### src/rtl/sme_pkg.sv
package sme_pkg;

	localparam int DATA_W    = 8;
	localparam int MOD_W     = 9;
	localparam int EXP_BITS  = 8;
	localparam int EXP_CNT_W = (EXP_BITS > 1) ? $clog2(EXP_BITS) : 1;

	localparam logic [MOD_W-1:0]     MOD_MAX  = MOD_W'(256);
	localparam logic [MOD_W-1:0]     MOD_RST  = MOD_W'(256);
	localparam logic [EXP_CNT_W-1:0] EXP_LAST = EXP_CNT_W'(EXP_BITS - 1);

	typedef enum logic [2:0] {
		S_IDLE,
		S_LOAD,
		S_RED,
		S_SQ_GO,
		S_SQ_WAIT,
		S_MUL_GO,
		S_MUL_WAIT
	} state_t;

	typedef struct packed {
		logic                    start;
		logic [DATA_W-1:0]       a;
		logic [DATA_W-1:0]       b;
	} mm_req_t;

	typedef struct packed {
		logic                    done;
		logic [DATA_W-1:0]       p;
	} mm_rsp_t;

endpackage

### src/rtl/sme_mulmod.sv
// Bit-serial modular multiply: a is scanned MSB first, one bit per cycle.
module sme_mulmod (
	input  logic                        clk,
	input  logic                        arst_n,
	input  sme_pkg::mm_req_t            req,
	input  logic [sme_pkg::MOD_W-1:0]   m,
	output sme_pkg::mm_rsp_t            rsp
);

	localparam int CNT_W = $clog2(sme_pkg::DATA_W);
	localparam int SUM_W = sme_pkg::MOD_W + 1;

	logic [sme_pkg::DATA_W-1:0] a_q;
	logic [sme_pkg::DATA_W-1:0] b_q;
	logic [sme_pkg::DATA_W-1:0] acc_q;
	logic [sme_pkg::MOD_W-1:0]  m_q;
	logic [CNT_W-1:0]           cnt_q;
	logic                       busy_q;
	logic                       done_q;

	logic [SUM_W-1:0] t0, t1, t2, m_ext;

	always_comb begin
		m_ext = SUM_W'(m_q);
		t0 = SUM_W'({acc_q, 1'b0}) + SUM_W'(b_q & {sme_pkg::DATA_W{a_q[sme_pkg::DATA_W-1]}});
		t1 = (t0 >= m_ext) ? (t0 - m_ext) : t0;
		t2 = (t1 >= m_ext) ? (t1 - m_ext) : t1;
	end

	always_ff @(posedge clk or negedge arst_n) begin
		if (!arst_n) begin
			busy_q <= 1'b0;
			done_q <= 1'b0;
			cnt_q  <= '0;
		end else begin
			done_q <= 1'b0;
			if (req.start) begin
				busy_q <= 1'b1;
				cnt_q  <= '0;
			end else if (busy_q) begin
				cnt_q <= cnt_q + CNT_W'(1);
				if (cnt_q == CNT_W'(sme_pkg::DATA_W - 1)) begin
					busy_q <= 1'b0;
					done_q <= 1'b1;
				end
			end
		end
	end

	always_ff @(posedge clk) begin
		if (req.start) begin
			a_q   <= req.a;
			b_q   <= req.b;
			m_q   <= m;
			acc_q <= '0;
		end else if (busy_q) begin
			a_q   <= a_q << 1;
			acc_q <= t2[sme_pkg::DATA_W-1:0];
		end
	end

	assign rsp.done = done_q;
	assign rsp.p    = acc_q;

	a_start_idle: assert property (@(posedge clk) disable iff (!arst_n)
		req.start |-> !busy_q)
		else $error("mulmod started while busy");

	a_done_reduced: assert property (@(posedge clk) disable iff (!arst_n)
		done_q |-> (sme_pkg::MOD_W'(acc_q) < m_q) || (m_q == '0))
		else $error("mulmod product not reduced");

	a_done_after_busy: assert property (@(posedge clk) disable iff (!arst_n)
		done_q |-> $past(busy_q) && !busy_q)
		else $error("mulmod done without a run");

endmodule

### src/rtl/small_modular_exponent_top.sv
// Modular exponentiation of a byte: result = base ^ exponent mod modulus.
// Modulus write channel: modulus with modulus_valid/modulus_ready; ready is
// always high, write only while busy is low. Zero gives result 0, values
// above 256 act as 256. Reset sets the modulus to 256.
// Command channel: an item is taken at an edge with start high and busy low.
// Result: result is shown for one cycle with done high; no backpressure.
// Work is left-to-right square-and-multiply over 8 exponent bits. Every
// modular multiply runs on one bit-serial unit, one multiplier bit per cycle.
// busy drops in the done cycle, so the next item can be taken then; no
// new item is taken while one is in progress.
module small_modular_exponent_top (
	input  logic                         clk,
	input  logic                         arst_n,
	input  logic                         modulus_valid,
	output logic                         modulus_ready,
	input  logic [sme_pkg::MOD_W-1:0]    modulus,
	input  logic                         start,
	output logic                         busy,
	input  logic [sme_pkg::DATA_W-1:0]   base,
	input  logic [sme_pkg::DATA_W-1:0]   exponent,
	output logic                         done,
	output logic [sme_pkg::DATA_W-1:0]   result
);

	sme_pkg::state_t state_q, state_d;

	logic [sme_pkg::MOD_W-1:0]     modulus_q;
	logic [sme_pkg::MOD_W-1:0]     m_q;
	logic                          zero_q;
	logic [sme_pkg::DATA_W-1:0]    base_q;
	logic [sme_pkg::DATA_W-1:0]    b_q;
	logic [sme_pkg::DATA_W-1:0]    r_q;
	logic [sme_pkg::EXP_BITS-1:0]  e_q;
	logic [sme_pkg::EXP_CNT_W-1:0] i_q;
	logic                          done_q;
	logic [sme_pkg::DATA_W-1:0]    result_q;

	sme_pkg::mm_req_t mm_req;
	sme_pkg::mm_rsp_t mm_rsp;

	logic accept, ld_b, ld_r, adv, fin, fin_zero;

	assign accept        = start && (state_q == sme_pkg::S_IDLE);
	assign modulus_ready = 1'b1;

	always_ff @(posedge clk or negedge arst_n) begin
		if (!arst_n) begin
			state_q <= sme_pkg::S_IDLE;
		end else begin
			state_q <= state_d;
		end
	end

	always_comb begin
		state_d  = state_q;
		mm_req   = '0;
		ld_b     = 1'b0;
		ld_r     = 1'b0;
		adv      = 1'b0;
		fin      = 1'b0;
		fin_zero = 1'b0;
		unique case (state_q)
			sme_pkg::S_IDLE: begin
				if (accept) begin
					state_d = sme_pkg::S_LOAD;
				end
			end
			sme_pkg::S_LOAD: begin
				if (zero_q) begin
					fin      = 1'b1;
					fin_zero = 1'b1;
					state_d  = sme_pkg::S_IDLE;
				end else begin
					mm_req.start = 1'b1;
					mm_req.a     = base_q;
					mm_req.b     = sme_pkg::DATA_W'(1);
					state_d      = sme_pkg::S_RED;
				end
			end
			sme_pkg::S_RED: begin
				if (mm_rsp.done) begin
					ld_b    = 1'b1;
					state_d = sme_pkg::S_SQ_GO;
				end
			end
			sme_pkg::S_SQ_GO: begin
				mm_req.start = 1'b1;
				mm_req.a     = r_q;
				mm_req.b     = r_q;
				state_d      = sme_pkg::S_SQ_WAIT;
			end
			sme_pkg::S_MUL_GO: begin
				mm_req.start = 1'b1;
				mm_req.a     = r_q;
				mm_req.b     = b_q;
				state_d      = sme_pkg::S_MUL_WAIT;
			end
			sme_pkg::S_SQ_WAIT, sme_pkg::S_MUL_WAIT: begin
				if (mm_rsp.done) begin
					ld_r = 1'b1;
					if (state_q == sme_pkg::S_SQ_WAIT && e_q[sme_pkg::EXP_BITS-1]) begin
						state_d = sme_pkg::S_MUL_GO;
					end else if (i_q == sme_pkg::EXP_LAST) begin
						fin     = 1'b1;
						state_d = sme_pkg::S_IDLE;
					end else begin
						adv     = 1'b1;
						state_d = sme_pkg::S_SQ_GO;
					end
				end
			end
			default: begin
				state_d = sme_pkg::S_IDLE;
			end
		endcase
	end

	always_ff @(posedge clk or negedge arst_n) begin
		if (!arst_n) begin
			modulus_q <= sme_pkg::MOD_RST;
			done_q    <= 1'b0;
		end else begin
			if (modulus_valid && modulus_ready) begin
				modulus_q <= modulus;
			end
			done_q <= fin;
		end
	end

	always_ff @(posedge clk) begin
		if (accept) begin
			zero_q <= (modulus_q == '0);
			m_q    <= (modulus_q > sme_pkg::MOD_MAX) ? sme_pkg::MOD_MAX : modulus_q;
			base_q <= base;
			e_q    <= sme_pkg::EXP_BITS'(exponent);
			i_q    <= '0;
		end
		if (ld_b) begin
			b_q <= mm_rsp.p;
			r_q <= (m_q == sme_pkg::MOD_W'(1)) ? '0 : sme_pkg::DATA_W'(1);
		end
		if (ld_r) begin
			r_q <= mm_rsp.p;
		end
		if (adv) begin
			e_q <= e_q << 1;
			i_q <= i_q + sme_pkg::EXP_CNT_W'(1);
		end
		if (fin) begin
			result_q <= fin_zero ? '0 : mm_rsp.p;
		end
	end

	sme_mulmod u_mulmod (
		.clk    (clk),
		.arst_n (arst_n),
		.req    (mm_req),
		.m      (m_q),
		.rsp    (mm_rsp)
	);

	assign busy   = (state_q != sme_pkg::S_IDLE);
	assign done   = done_q;
	assign result = result_q;

	a_done_idle: assert property (@(posedge clk) disable iff (!arst_n)
		done |-> !busy && $past(busy))
		else $error("done outside the end of a run");

	a_mm_done_waiting: assert property (@(posedge clk) disable iff (!arst_n)
		mm_rsp.done |-> (state_q == sme_pkg::S_RED) || (state_q == sme_pkg::S_SQ_WAIT)
			|| (state_q == sme_pkg::S_MUL_WAIT))
		else $error("multiply finished with no one waiting");

	a_zero_result: assert property (@(posedge clk) disable iff (!arst_n)
		(done && zero_q) |-> (result == '0))
		else $error("zero modulus gave nonzero result");

endmodule

### config.mk
export PLATFORM = sky130hd
export DESIGN_NAME = small_modular_exponent_top
export DESIGN_NICKNAME = d
export VERILOG_FILES = /design/src/rtl/sme_pkg.sv /design/src/rtl/sme_mulmod.sv /design/src/rtl/small_modular_exponent_top.sv
export SDC_FILE = /design/constraint.sdc
export NUM_CORES = 1
export LEC_CHECK = 0
export BUFFER_PORTS_ARGS = -buffer_cell sky130_fd_sc_hd__buf_2
export CELL_PAD_IN_SITES_DETAIL_PLACEMENT = 1
export CELL_PAD_IN_SITES_GLOBAL_PLACEMENT = 1
export CORE_MARGIN = 2
export CORE_UTILIZATION = 53
export DETAILED_ROUTE_END_ITERATION = 10
export PLACE_DENSITY_LB_ADDON = 0.08
export SETUP_SLACK_MARGIN = 0.02
export SYNTH_ARGS = -nofsm -noshare
export SYNTH_HDL_FRONTEND = slang
export SYNTH_SLANG_ARGS = --single-unit
export TNS_END_PERCENT = 100
### constraint.sdc
create_clock -name clk -period 9.3 [get_ports clk]
set_input_delay 0.93 -clock clk [delete_from_list [all_inputs] [get_ports clk]]
set_output_delay 0.93 -clock clk [all_outputs]
set_load 0.05 [all_outputs]
Word level (Yosys, flattened, before mapping) --
Cells that the tools add are included. Widths: inputs -> output; s select.
Storage, ports and cells: bits in registers 104, bits in latches 0, bits in writable memories 0, bits in read-only memories 0, input bits 29, word-level logic and storage cells 91, memories 0
Operators by class: add/subtract/negate cells 5, multipliers 0, divide/modulo/power cells 0, magnitude comparators 3, equality and inequality tests 12, shift-type cells 0, multiplexer cells 41, bitwise operators 1, reductions and logical operators 10
Operators by type and width (number):
- $mux 8 | 7
- $pmux 17 s3 | 1
- $mux 3 | 8
- $ge 10x9->1 | 2
- $mux 1 | 19
- $pmux 3 s6 | 1
- $mux 17 | 1
- $eq 3x3->1 const B | 5
- $add 9x10->10 | 1
- $mux 10 | 1
- $sub 10x9->10 | 1
- $eq 9x1->1 const B | 1
- $gt 9x9->1 const B | 1
- $logic_not 9->1 | 1
- $and 8x8->8 | 1
- $sub 8x8->8 | 1
- $add 3x1->3 const B | 2
- $eq 3x2->1 const B | 2
- $reduce_bool 2->1 | 3
- $mux 2 | 2
- $ne 2x1->1 const B | 2
- $eq 3x1->1 const B | 1
- $logic_not 3->1 | 1
- $reduce_and 3->1 | 1
- 5 further kinds | 6

Longest topological paths before layout --
Gate-level depths: netlist of the first run.
depth in word-level cells 6, gate-level depth with buffers 28, mapped depth without buffers 27

Modules after synthesis --
Synthesis of the first run repeated with hierarchy kept, for this count alone.
Second synthesis, totals: cells, all modules 467, area total of the unflattened synthesis 5612.9 um2
By module, submodules not included:
- small_modular_exponent_top | instances 1, cells each 209, area each 2851.5 um2
- sme_mulmod | instances 1, cells each 258, area each 2761.4 um2

Worst setup path before layout of the first run --
No wires, ideal clock.
path type reg2reg, from reg u_mulmod.a_q[7] in the netlist's numbering, to reg u_mulmod.acc_q[0] in the netlist's numbering, setup time 0.067 ns, data arrival time 5.008 ns, data required time 9.233 ns, slack 4.225 ns, stages on the path, launching flop included 27, path buffers 1, cell sequence edfxtp_1 -> nand2_1 -> inv_1 -> ha_1 -> a21o_1 -> a21oi_1 -> nor2b_1 -> or4_1 -> o211a_1 -> ha_1 -> nand4_1 -> a211oi_1 -> or3_4 -> a21boi_2 -> nand2_4 -> mux2_4 -> ha_1 -> inv_1 -> fa_1 -> a21o_1 -> a21oi_1 -> a21oi_1 -> o22ai_1 -> o211a_1 -> buf_6 -> mux2_4 -> o21ai_2
Between the ends: word-level cells in the longest chain between the ends 6
RTL lines:
- from (decl) | line sme_mulmod.sv:13 | logic [sme_pkg::DATA_W-1:0] a_q;
- from (signal assigned) | line sme_mulmod.sv:52 | a_q <= req.a;
- from (signal assigned) | line sme_mulmod.sv:57 | a_q <= a_q << 1;
- $and 8x8->8 * | line sme_mulmod.sv:25 | t0 = SUM_W'({acc_q, 1'b0}) + SUM_W'(b_q & {sme_pkg::DATA_W{a_q[sme_pkg::DATA_W-1]}});
- $add 9x10->10 * | line sme_mulmod.sv:25
- $sub 10x9->10 or $ge 10x9->1 (tied branches) | line sme_mulmod.sv:26 | t1 = (t0 >= m_ext) ? (t0 - m_ext) : t0;
- $mux 10 * | line sme_mulmod.sv:26
- $sub 8x8->8 or $ge 10x9->1 (tied branches) | line sme_mulmod.sv:27 | t2 = (t1 >= m_ext) ? (t1 - m_ext) : t1;
- $mux 8 * | line sme_mulmod.sv:27
- to (signal assigned) | line sme_mulmod.sv:58 | acc_q <= t2[sme_pkg::DATA_W-1:0];
- to (decl) | line sme_mulmod.sv:15 | logic [sme_pkg::DATA_W-1:0] acc_q;
Mark *: on every way between the ends. The rest lies on a longest branch, timed or not. A chain may end at the register's enable or synchronous reset.

Final worst setup path of the first run --
from reg u_mulmod.a_q[7] in the netlist's numbering, to reg u_mulmod.acc_q[4] in the netlist's numbering
The elaborated chain is that of the path after synthesis.

==> run metrics, run 1 <==
CTS tree yes; clock sinks 104; Slew headroom 0.243; vias in the first global route about 3900; startpoint of the worst hold path m_q[7]; WP data arrival just over 6000 ps; vias per cell between 5 and 6; Fin. Hold Viols 0; most common cell after layout, fill and taps aside edfxtp_1; Hold Buf Count CTS 0; path depth of the worst reg2reg path 25; Initial Utilization 0.544; first-pass GRT wire length approximately 20000 um; critical-path maximum fanout 8; max-slew violations 0; Post-layout nets roughly 540; wire per inst about 19 um; H-Tree Depth 3; worst flop-to-flop path startpoint u_mulmod.a_q[7]; Synth Cell Area roughly 5300 um^2; Cells on Worst Hold Path 0; register bit total from synthesis 104; crit start category flop; # setup viols final 0; Setup WS post-layout 3490 ps; Critical-path top delay cell edfxtp_1; largest cells by area after synthesis edfxtp_1, dfrtp_1, ha_1, dfxtp_1, nor2_1; Post-DRT Antenna Nets 0; initial antenna violation count 0; Slew @ Worst Pin between 1000 and 1500 ps; die area roughly 11000 um^2; CTS resizes 0; Area growth, synth to finish 9.65%; RSZ-0062 raised after global routing false; Max-Cap Viols 0; grt ovf 0; status complete, no violations; Top FF cell, synth edfxtp_1; post-synth top area cell edfxtp_1; fmax around 170 MHz; Synth top area share 0.437; site row count 36; core area approximately 10000 um^2; Clock Skew 20.9 ps; Worst-Skew Late Latency around 360 ps; nature of the critical path endpoint flop; WP data required about 9500 ps; Hold EP u_mulmod.m_q[7]; die width 104 um; syn_nets ~500; FF-to-FF End u_mulmod.acc_q[4]; final period utilization 0.625; final core occ 0.596; distinct cell type count after synthesis 57; DP HPWL ~9000 um; # diodes 0; gr usage total 0.232; via count ~3600; EDFF count, synth 77; CTS Buffer Depth 2; crit path kind flop to flop; commonest non-fill, non-tap cells in the layout edfxtp_1, buf_2, nor2_1; Port Buffers 38; post-CTS setup buffers 0; DRT iter0 DRCs about 170; min cycle time layout 5810 ps; Async S/R FF share, synth 0.173; DP Worst Slack 3520 ps; # fillers roughly 1000; die height between 100 and 150 um; # DRC 0; share of layout cells above drive strength 1 0.162; CP dominant cell by count a21oi_1; CTS root buf clkbuf_8; syn avg cell area about 12 um^2; Yosys warning total 0; clk slew on worst S/H paths about 100 ps; Max stage delay on crit path around 520 ps; TritonRoute pass-1 iters 8; HP Class flop to flop; largest net degree at the start of global routing 28; routability cong. approximately 0.9; final wirelength about 12000 um; r2r setup slk 3490 ps; sequential fraction of the synthesis area 0.557; IO Count 40; Syn Inst Count roughly 440; setup TNS 0 ps; CTS buffer count 9
-- sequential cells by signal (all words and copies together), names as in the netlist --
name,cells
m_q,9
b_q,8
u_mulmod.busy_q,1
done,1
r_q,8
u_mulmod.done_q,1
result,8
u_mulmod.a_q,8
e_q,8
u_mulmod.cnt_q,3
base_q,8
u_mulmod.m_q,9
u_mulmod.acc_q,8
zero_q,1
state_q,3
i_q,3
u_mulmod.b_q,8
modulus_q,9
-- metal layers --
layer | track usage | part of all wire | vias up
met3 | 0.0357 | 0.040 | 24
met5 | 0 | 0 | -
met1 | 0.303 | 0.43 | 1760
met4 | 0.0685 | 0.020 | 0
li1 | - | - | 1686
met2 | 0.403 | 0.51 | 91
-- critical path, delay by kind of cell (launching register included) --
family                     cells  cell delay [ps]
AOI/OAI and AO/OA             11             2060
and+or+nand+nor                6             1300
adders and majority gates      4             1150
DFF                            1              520
muxes                          2              510
buffers and inverters          2              130
-- through the flow --
stage | hold slack [ps] | cells | cell area [um^2]
after CTS | 454 | 615 | 5800
after global routing | 477 | 615 | 5800
after global placement | 428 | 599 | 5590
after floorplan | 418 | 441 | 5290
after detailed placement | 436 | 599 | 5590
final | 458 | 615 | 5800
-- Yosys cell counts, types with 3 or more instances --
library cell,instances
edfxtp_1,77
nor2_1,37
inv_1,30
ha_1,29
a21oi_1,22
nor2b_1,22
dfrtp_1,17
nand2_1,16
and2_1,14
xnor2_1,14
mux2i_1,13
clkbuf_1,12
o21ai_0,12
a22o_1,9
dfxtp_1,9
mux2_2,9
a21o_1,7
a222oi_1,7
a22oi_1,7
nand3_1,6
o21ai_1,6
mux2_1,5
and3_1,4
nor3_1,4
nor4_1,4
a211oi_1,3
fa_1,3
nand4_1,3
o21a_1,3
xor2_1,3
-- worst max path at each step --
stage                              endpoint  slack [ps]             from  cells after the start
final                     u_mulmod.acc_q[4]        3490  u_mulmod.a_q[7]                     25
after global routing      u_mulmod.acc_q[4]        2990  u_mulmod.a_q[7]                     25
after CTS                 u_mulmod.acc_q[4]        3470  u_mulmod.a_q[7]                     25
after detailed placement  u_mulmod.acc_q[6]        3520  u_mulmod.a_q[7]                     25
after global placement    u_mulmod.acc_q[0]        3850  u_mulmod.a_q[7]                     25
after floorplan           u_mulmod.acc_q[0]        4230  u_mulmod.a_q[7]                     26
-- final cells by class --
class                   count  area [um^2]  share of cell area
inverters                  32          120              0.0207
well taps                 133          166              0.0287
multi-input cells         291         2160               0.373
clock inverters             7         83.8              0.0145
flip-flops and latches    104         2940               0.508
repair buffers             39          198              0.0341
clock buffers               9          124              0.0214
-- cell families after synthesis --
kind of cell               after synthesis  share of synthesized area
muxes                                   29                     0.0601
DFF                                    104                      0.557
and+or+nand+nor                        120                      0.118
adders and majority gates               32                     0.0799
buffers and inverters                   46                     0.0348
other                                    1                   0.000709
xor gates and xnor gates                17                     0.0281
AOI/OAI and AO/OA                       92                      0.122
Power of run 1 is left out: the tool's default activity adds up to more than one toggle a clock period on the data nets, which glitch-free logic cannot reach.
==> inputs of run 2 (changes only) <==
- ABC_AREA: default -> 1
- CORE_UTILIZATION: 53 -> 42
- clock period: 9.3 -> 4.7 ns (I/O delays scaled with it)
==> run 2 against run 1 <==
  * Count of clock-buffer cells in the layout is the same
  * Cell area is 20% higher
  * Die area is 32% higher
  * Utilization fell by 6.5 points
  * Register-to-register slack got worse by 3300 ps
  * Final cell count increased by 45%
  * Critical endpoint unchanged
  * Largest cell class unchanged
  * Highest routed layer unchanged
==> run metrics, run 2 <==
status complete, no violations; CTS buffer count 9 (unchanged); largest cells by area after synthesis edfxtp_1, nand2_1, dfrtp_1, inv_1, ha_1; grt ovf 0 (unchanged); Hold Buf Count CTS 0 (unchanged); register bit total from synthesis 104 (unchanged); DRT iter0 DRCs 212 (+25%); final wirelength 15000 um (+27%); PwrDens around 260 nW/um^2; share of layout cells above drive strength 1 0.255 (+0.0934); die area 14300 um^2 (+32%); syn_nets 689 (+37%); Regs by FF count m_q (9), modulus_q (9), u_mulmod.m_q (9); nature of the critical path endpoint flop; critical-path maximum fanout 8 (unchanged); post-synth top area cell edfxtp_1; CTS Buffer Depth 2 (unchanged); # fillers 1542 (+49%); Setup WS post-layout 153 ps (-3340 ps); Final Hold Slack 53.9 ps (-404 ps); Max stage delay on crit path 510 ps (about the same); Peak VDD IR 0.000174 V; CTS root buf clkbuf_16; H-Tree Depth 3 (unchanged); wl on met1 6520 um (+27%); Placed Instance Area 6090 um^2 (+8.9%); Port Buffers 38 (unchanged); Clock Skew 11.7 ps (-9.20 ps); WP data required 5000 ps (-4530 ps); core area 13100 um^2 (+35%); met3 WL 435 um (-8.6%); syn avg cell area 8.93 um^2 (-26%); gr usage total 0.202 (-0.0303); # setup viols final 0 (unchanged); Fin. Hold Viols 0 (unchanged); RSZ-0062 raised after global routing true; first-pass GRT wire length 22400 um (+14%); wire per inst 16.9 um (-12%); DR WL met2 7870 um (+30%); Setup crit start u_mulmod.a_q[7]; crit path kind flop to flop; Yosys warning total 0 (unchanged); DP HPWL 10700 um (+21%); most common cell after layout, fill and taps aside nand2_1; overall power about 1.8 mW; final period utilization 0.967 (+0.343); vias in the first global route 4612 (+18%); Slew headroom 0.396 (+0.153); HP Class input port to async pin; site row count 42 (+17%); Initial Utilization 0.427 (-0.117); CTS tree yes; Synth top area share 0.412 (-0.0250); largest net degree at the start of global routing 27 (-3.6%); final core occ 0.531 (-0.0653); Async S/R FF share, synth 0.173 (unchanged); crit start category flop; clk slew on worst S/H paths 80 ps (-20 ps); Slew @ Worst Pin 906 ps (-222 ps); die width 120 um (+15%); Post-layout nets 769 (+43%); CP dominant cell by count nand2_1; P_leak 3.12 nW; vias per cell 5.00 (-14%); clock sinks 104 (unchanged); TritonRoute pass-1 iters 4 (-4); Critical-path top delay cell edfxtp_1; die height 120 um (+15%); Area growth, synth to finish 24.3%; initial antenna violation count 0 (unchanged); commonest non-fill, non-tap cells in the layout nand2_1, inv_1, edfxtp_1; worst flop-to-flop path startpoint u_mulmod.a_q[7]; fmax 220 MHz (+28%); routability cong. 0.861 (-4.5%); max-slew violations 0 (unchanged); EDFF count, synth 77 (unchanged); # DRC 0 (unchanged); Worst-Skew Late Latency 350 ps (about the same); sequential fraction of the synthesis area 0.525 (-0.0318); Max-Cap Viols 0 (unchanged); Post-synth top cells nand2_1, inv_1, edfxtp_1, nor2_1, ha_1; Post-DRT Antenna Nets 0 (unchanged); min cycle time layout 4550 ps (-1260 ps); Syn Inst Count 628 (+42%); Top FF cell, synth edfxtp_1; path depth of the worst reg2reg path 38 (+52%); IO Count 40 (unchanged); via count 4441 (+25%); DP Worst Slack -177 ps (-3700 ps); finished layout cell area 6970 um^2 (+20%); WP data arrival 4840 ps (-1200 ps); max layer used met4; # diodes 0 (unchanged); top-count cell post-synth nand2_1; Synth Cell Area 5610 um^2 (+6.1%); distinct cell type count after synthesis 44 (-23%)
[run 2: area by class of cell]
type / instances / area (um^2) / share of cell area
well taps: 176 / 220 / 0.0316
multi-input cells: 402 / 2560 / 0.367
clock buffers: 9 / 225 / 0.0323
repair buffers: 78 / 507 / 0.0727
flip-flops and latches: 104 / 2940 / 0.422
clock inverters: 7 / 82.6 / 0.0118
inverters: 113 / 434 / 0.0623
[run 2: path summary, 6_finish.rpt]
path                                     end  slack (ps)
max in group asynchronous       modulus_q[8]        4310
hold / removal                    state_q[1]          50
setup reg to reg           u_mulmod.acc_q[4]         150
setup / recovery           u_mulmod.acc_q[4]         150
hold reg to reg              u_mulmod.m_q[1]         450
min in group clk                   base_q[5]         290
[run 2: cell families (layout without fill, tap and decap cells)]
kind of cell / count (synthesis) / after routing / synth area share
AOI/OAI and AO/OA: 56 / 56 / 0.0607
xor gates and xnor gates: 14 / 14 / 0.0219
adders and majority gates: 32 / 32 / 0.0754
buffers and inverters: 123 / 207 / 0.0870
DFF: 104 / 104 / 0.525
other: 1 / 1 / 0.000668
and+or+nand+nor: 298 / 299 / 0.230
[run 2: critical path: cells and delay by family (launching register included)]
kind	cells	cell delay, ps
buf+inv	9	800
flops	1	510
simple gates	22	1920
compound gates	3	450
fa+ha+maj	4	840
[run 2: per-stage QoR]
step	std cells	setup TNS, ps
after global placement	849	-9.58
after floorplan	628	0
after CTS	871	0
after global routing	889	-1420
after detailed placement	849	-1270
final	889	0
[run 2: layer usage]
| metal | vias up | track usage |
|---|---|---|
| met5 | - | 0 |
| met4 | 0 | 0.0566 |
| met3 | 18 | 0.0304 |
| met2 | 68 | 0.359 |
| met1 | 2161 | 0.257 |
| li1 | 2194 | - |
[run 2: report_power, final]
group	internal (mW)	total [mW]	switching (mW)	leakage [nW]
registers	0.985	0.987	0.00232	0.957
clock network	0.420	0.782	0.362	0.149
logic	0.0134	0.0356	0.0222	2.01
[run 2: repair_timing]
| action | 4_1_cts | 5_1_grt |
|---|---|---|
| cloned | 1 | 1 |
| gates resized for setup | 12 | 87 |
| setup endpoints to repair | 8 | 8 |
| pin swaps | 5 | 36 |
| buffers inserted | 5 | 18 |
Power figures use the tool's default switching activity.
==> inputs of run 3 (changes only) <==
- RECOVER_POWER: default -> 100
==> run 3 against run 2 <==
  * Count of clock-buffer cells in the layout stayed put
  * Worst hold slack better by 230 ps
  * Flip-flop and latch count is the same
  * First-iteration DRC count grew 4.7%
  * Wire length decreased by 0.16%
  * Maximum frequency grew 0.18%
  * Non-clock buffer count is the same
  * Critical endpoint is now u_mulmod.acc_q[2]
  * Largest cell class unchanged
  * Highest routed layer unchanged
==> run metrics, run 3 (synthesized netlist as in run 2, its figures left out) <==
Max stage delay on crit path 510 ps (about the same); WP data required 4950 ps (-50 ps); Critical-path top delay cell edfxtp_1; first-pass GRT wire length 22400 um (unchanged); DRT iter0 DRCs 222 (+4.7%); P_leak 3.08 nW (-1.3%); DP HPWL 10700 um (unchanged); nature of the critical path endpoint flop; Slew headroom 0.170 (-0.226); final period utilization 0.966 (-0.00171); status complete, no violations; initial antenna violation count 0 (unchanged); # fillers 1548 (+0.39%); CP dominant cell by count nand2_1; Fin. Hold Viols 0 (unchanged); vias per cell 4.98 (-0.34%); PwrDens 260 nW/um^2 (+0.52%); clk slew on worst S/H paths 80 ps (about the same); H-Tree Depth 3 (unchanged); Placed Instance Area 6090 um^2 (unchanged); FF/Latch Area 2940 um^2 (unchanged); fmax 220 MHz (+0.18%); CTS tree yes; Area growth, synth to finish 23.5%; Worst-Skew Late Latency 350 ps (about the same); die width 120 um (unchanged); Max-Cap Viols 0 (unchanged); site row count 42 (unchanged); CTS buffer count 9 (unchanged); finished layout cell area 6930 um^2 (-0.66%); Post-DRT Antenna Nets 0 (unchanged); critical-path maximum fanout 7 (-1); CTS root buf clkbuf_16; via count 4426 (-0.34%); # setup viols final 0 (unchanged); TritonRoute pass-1 iters 4 (unchanged); path depth of the worst reg2reg path 37 (-2.6%); share of layout cells above drive strength 1 0.227 (-0.0281); vias in the first global route 4612 (unchanged); Regs by FF count m_q (9), modulus_q (9), u_mulmod.m_q (9); grt ovf 0 (unchanged); overall power 1.80 mW (-0.14%); most common cell after layout, fill and taps aside nand2_1; final core occ 0.527 (-0.00352); Clock Skew 11.3 ps (-0.444 ps); wire per inst 16.9 um (-0.16%); RSZ-0062 raised after global routing true; commonest non-fill, non-tap cells in the layout nand2_1, inv_1, edfxtp_1; crit start category flop; area of the multi-input gates 2550 um^2 (-0.54%); Port Buffers 38 (unchanged); core area 13100 um^2 (unchanged); Peak VDD IR 0.000174 V (about the same); Post-layout nets 769 (unchanged); crit path kind flop to flop; final wirelength 15000 um (-0.16%); gr usage total 0.202 (unchanged); die height 120 um (unchanged); # diodes 0 (unchanged); IO Count 40 (unchanged); routability cong. 0.861 (unchanged); # DRC 0 (unchanged); clock sinks 104 (unchanged); Initial Utilization 0.427 (unchanged); HP Class input port to async pin; largest net degree at the start of global routing 27 (unchanged); Slew @ Worst Pin 1240 ps (+329 ps); max-slew violations 0 (unchanged); CTS Buffer Depth 2 (unchanged); min cycle time layout 4540 ps (-8.03 ps); WP data arrival 4780 ps (-60 ps); die area 14300 um^2 (unchanged)
-- run 3: changes by cell type in the layout (fill, tap and decap cells not counted) --
cell and delta:
nor2_2 -1, nor3_4 -1, inv_1 +1, nor2_1 +1
inv_2 -1, buf_2 -11, dfstp_2 -1, clkbuf_1 +16
buf_4 -5, dfstp_1 +1, nor3_1 +1
-- run 3: report_power, final --
| group | internal [mW] | total [mW] | leakage, nW | switching [mW] |
|---|---|---|---|---|
| clock | 0.420 | 0.780 | 0.149 | 0.359 |
| sequential | 0.984 | 0.987 | 0.956 | 0.00237 |
| combinational | 0.0133 | 0.0355 | 1.97 | 0.0223 |
| total | 1.42 | 1.80 | 3.08 | 0.384 |
-- run 3: final cells by class --
cell class,count,share of cell area
multi-input cells,402,0.368
inverters,113,0.0627
clock inverters,7,0.0119
well taps,176,0.0318
repair buffers,78,0.0684
clock buffers,9,0.0325
flip-flops and latches,104,0.425
-- run 3: repair_timing --
item	CTS	global route
setup buffers	5	18
hold buffers	0	0
hold endpoints to repair	0	0
resized for setup	12	87
pin swaps	5	36
cloned	1	1
setup endpoints to repair	8	8
-- run 3: path summary, 6_finish.rpt --
| kind | slack [ps] | from | to |
|---|---|---|---|
| setup / recovery | 160 | u_mulmod.a_q[7] | u_mulmod.acc_q[2] |
| hold / removal | 290 | arst_n | state_q[1] |
| setup reg to reg | 160 | u_mulmod.a_q[7] | u_mulmod.acc_q[2] |
| hold reg to reg | 450 | m_q[1] | u_mulmod.m_q[1] |
| max in group asynchronous | 3770 | arst_n | u_mulmod.done_q |
| min in group clk | 290 | base[5] | base_q[5] |
-- run 3: per-stage QoR --
step	std cells	setup TNS (ps)	hold slack [ps]	setup WS [ps]
final	889	0	287	161
after global routing	889	-1420	274	-197
after CTS	871	0	61.2	31.8
after detailed placement	849	-1270	435	-177
after global placement	849	-9.58	432	-9.58
after floorplan	628	0	174	188
-- run 3: critical path: cells and delay by family, from the launching register on --
kind / cells / cell delay [ps]
simple gates: 21 / 1840
fa+ha+maj: 4 / 840
buf+inv: 9 / 810
flops: 1 / 510
compound gates: 3 / 440
-- run 3: routing by layer --
metal | vias to the layer above | GRT usage | part of all wire
met3 | 18 | 0.0304 | 0.037
li1 | 2193 | - | -
met1 | 2138 | 0.257 | 0.43
met5 | - | 0 | 0
met4 | 0 | 0.0566 | 0.015
met2 | 77 | 0.359 | 0.52
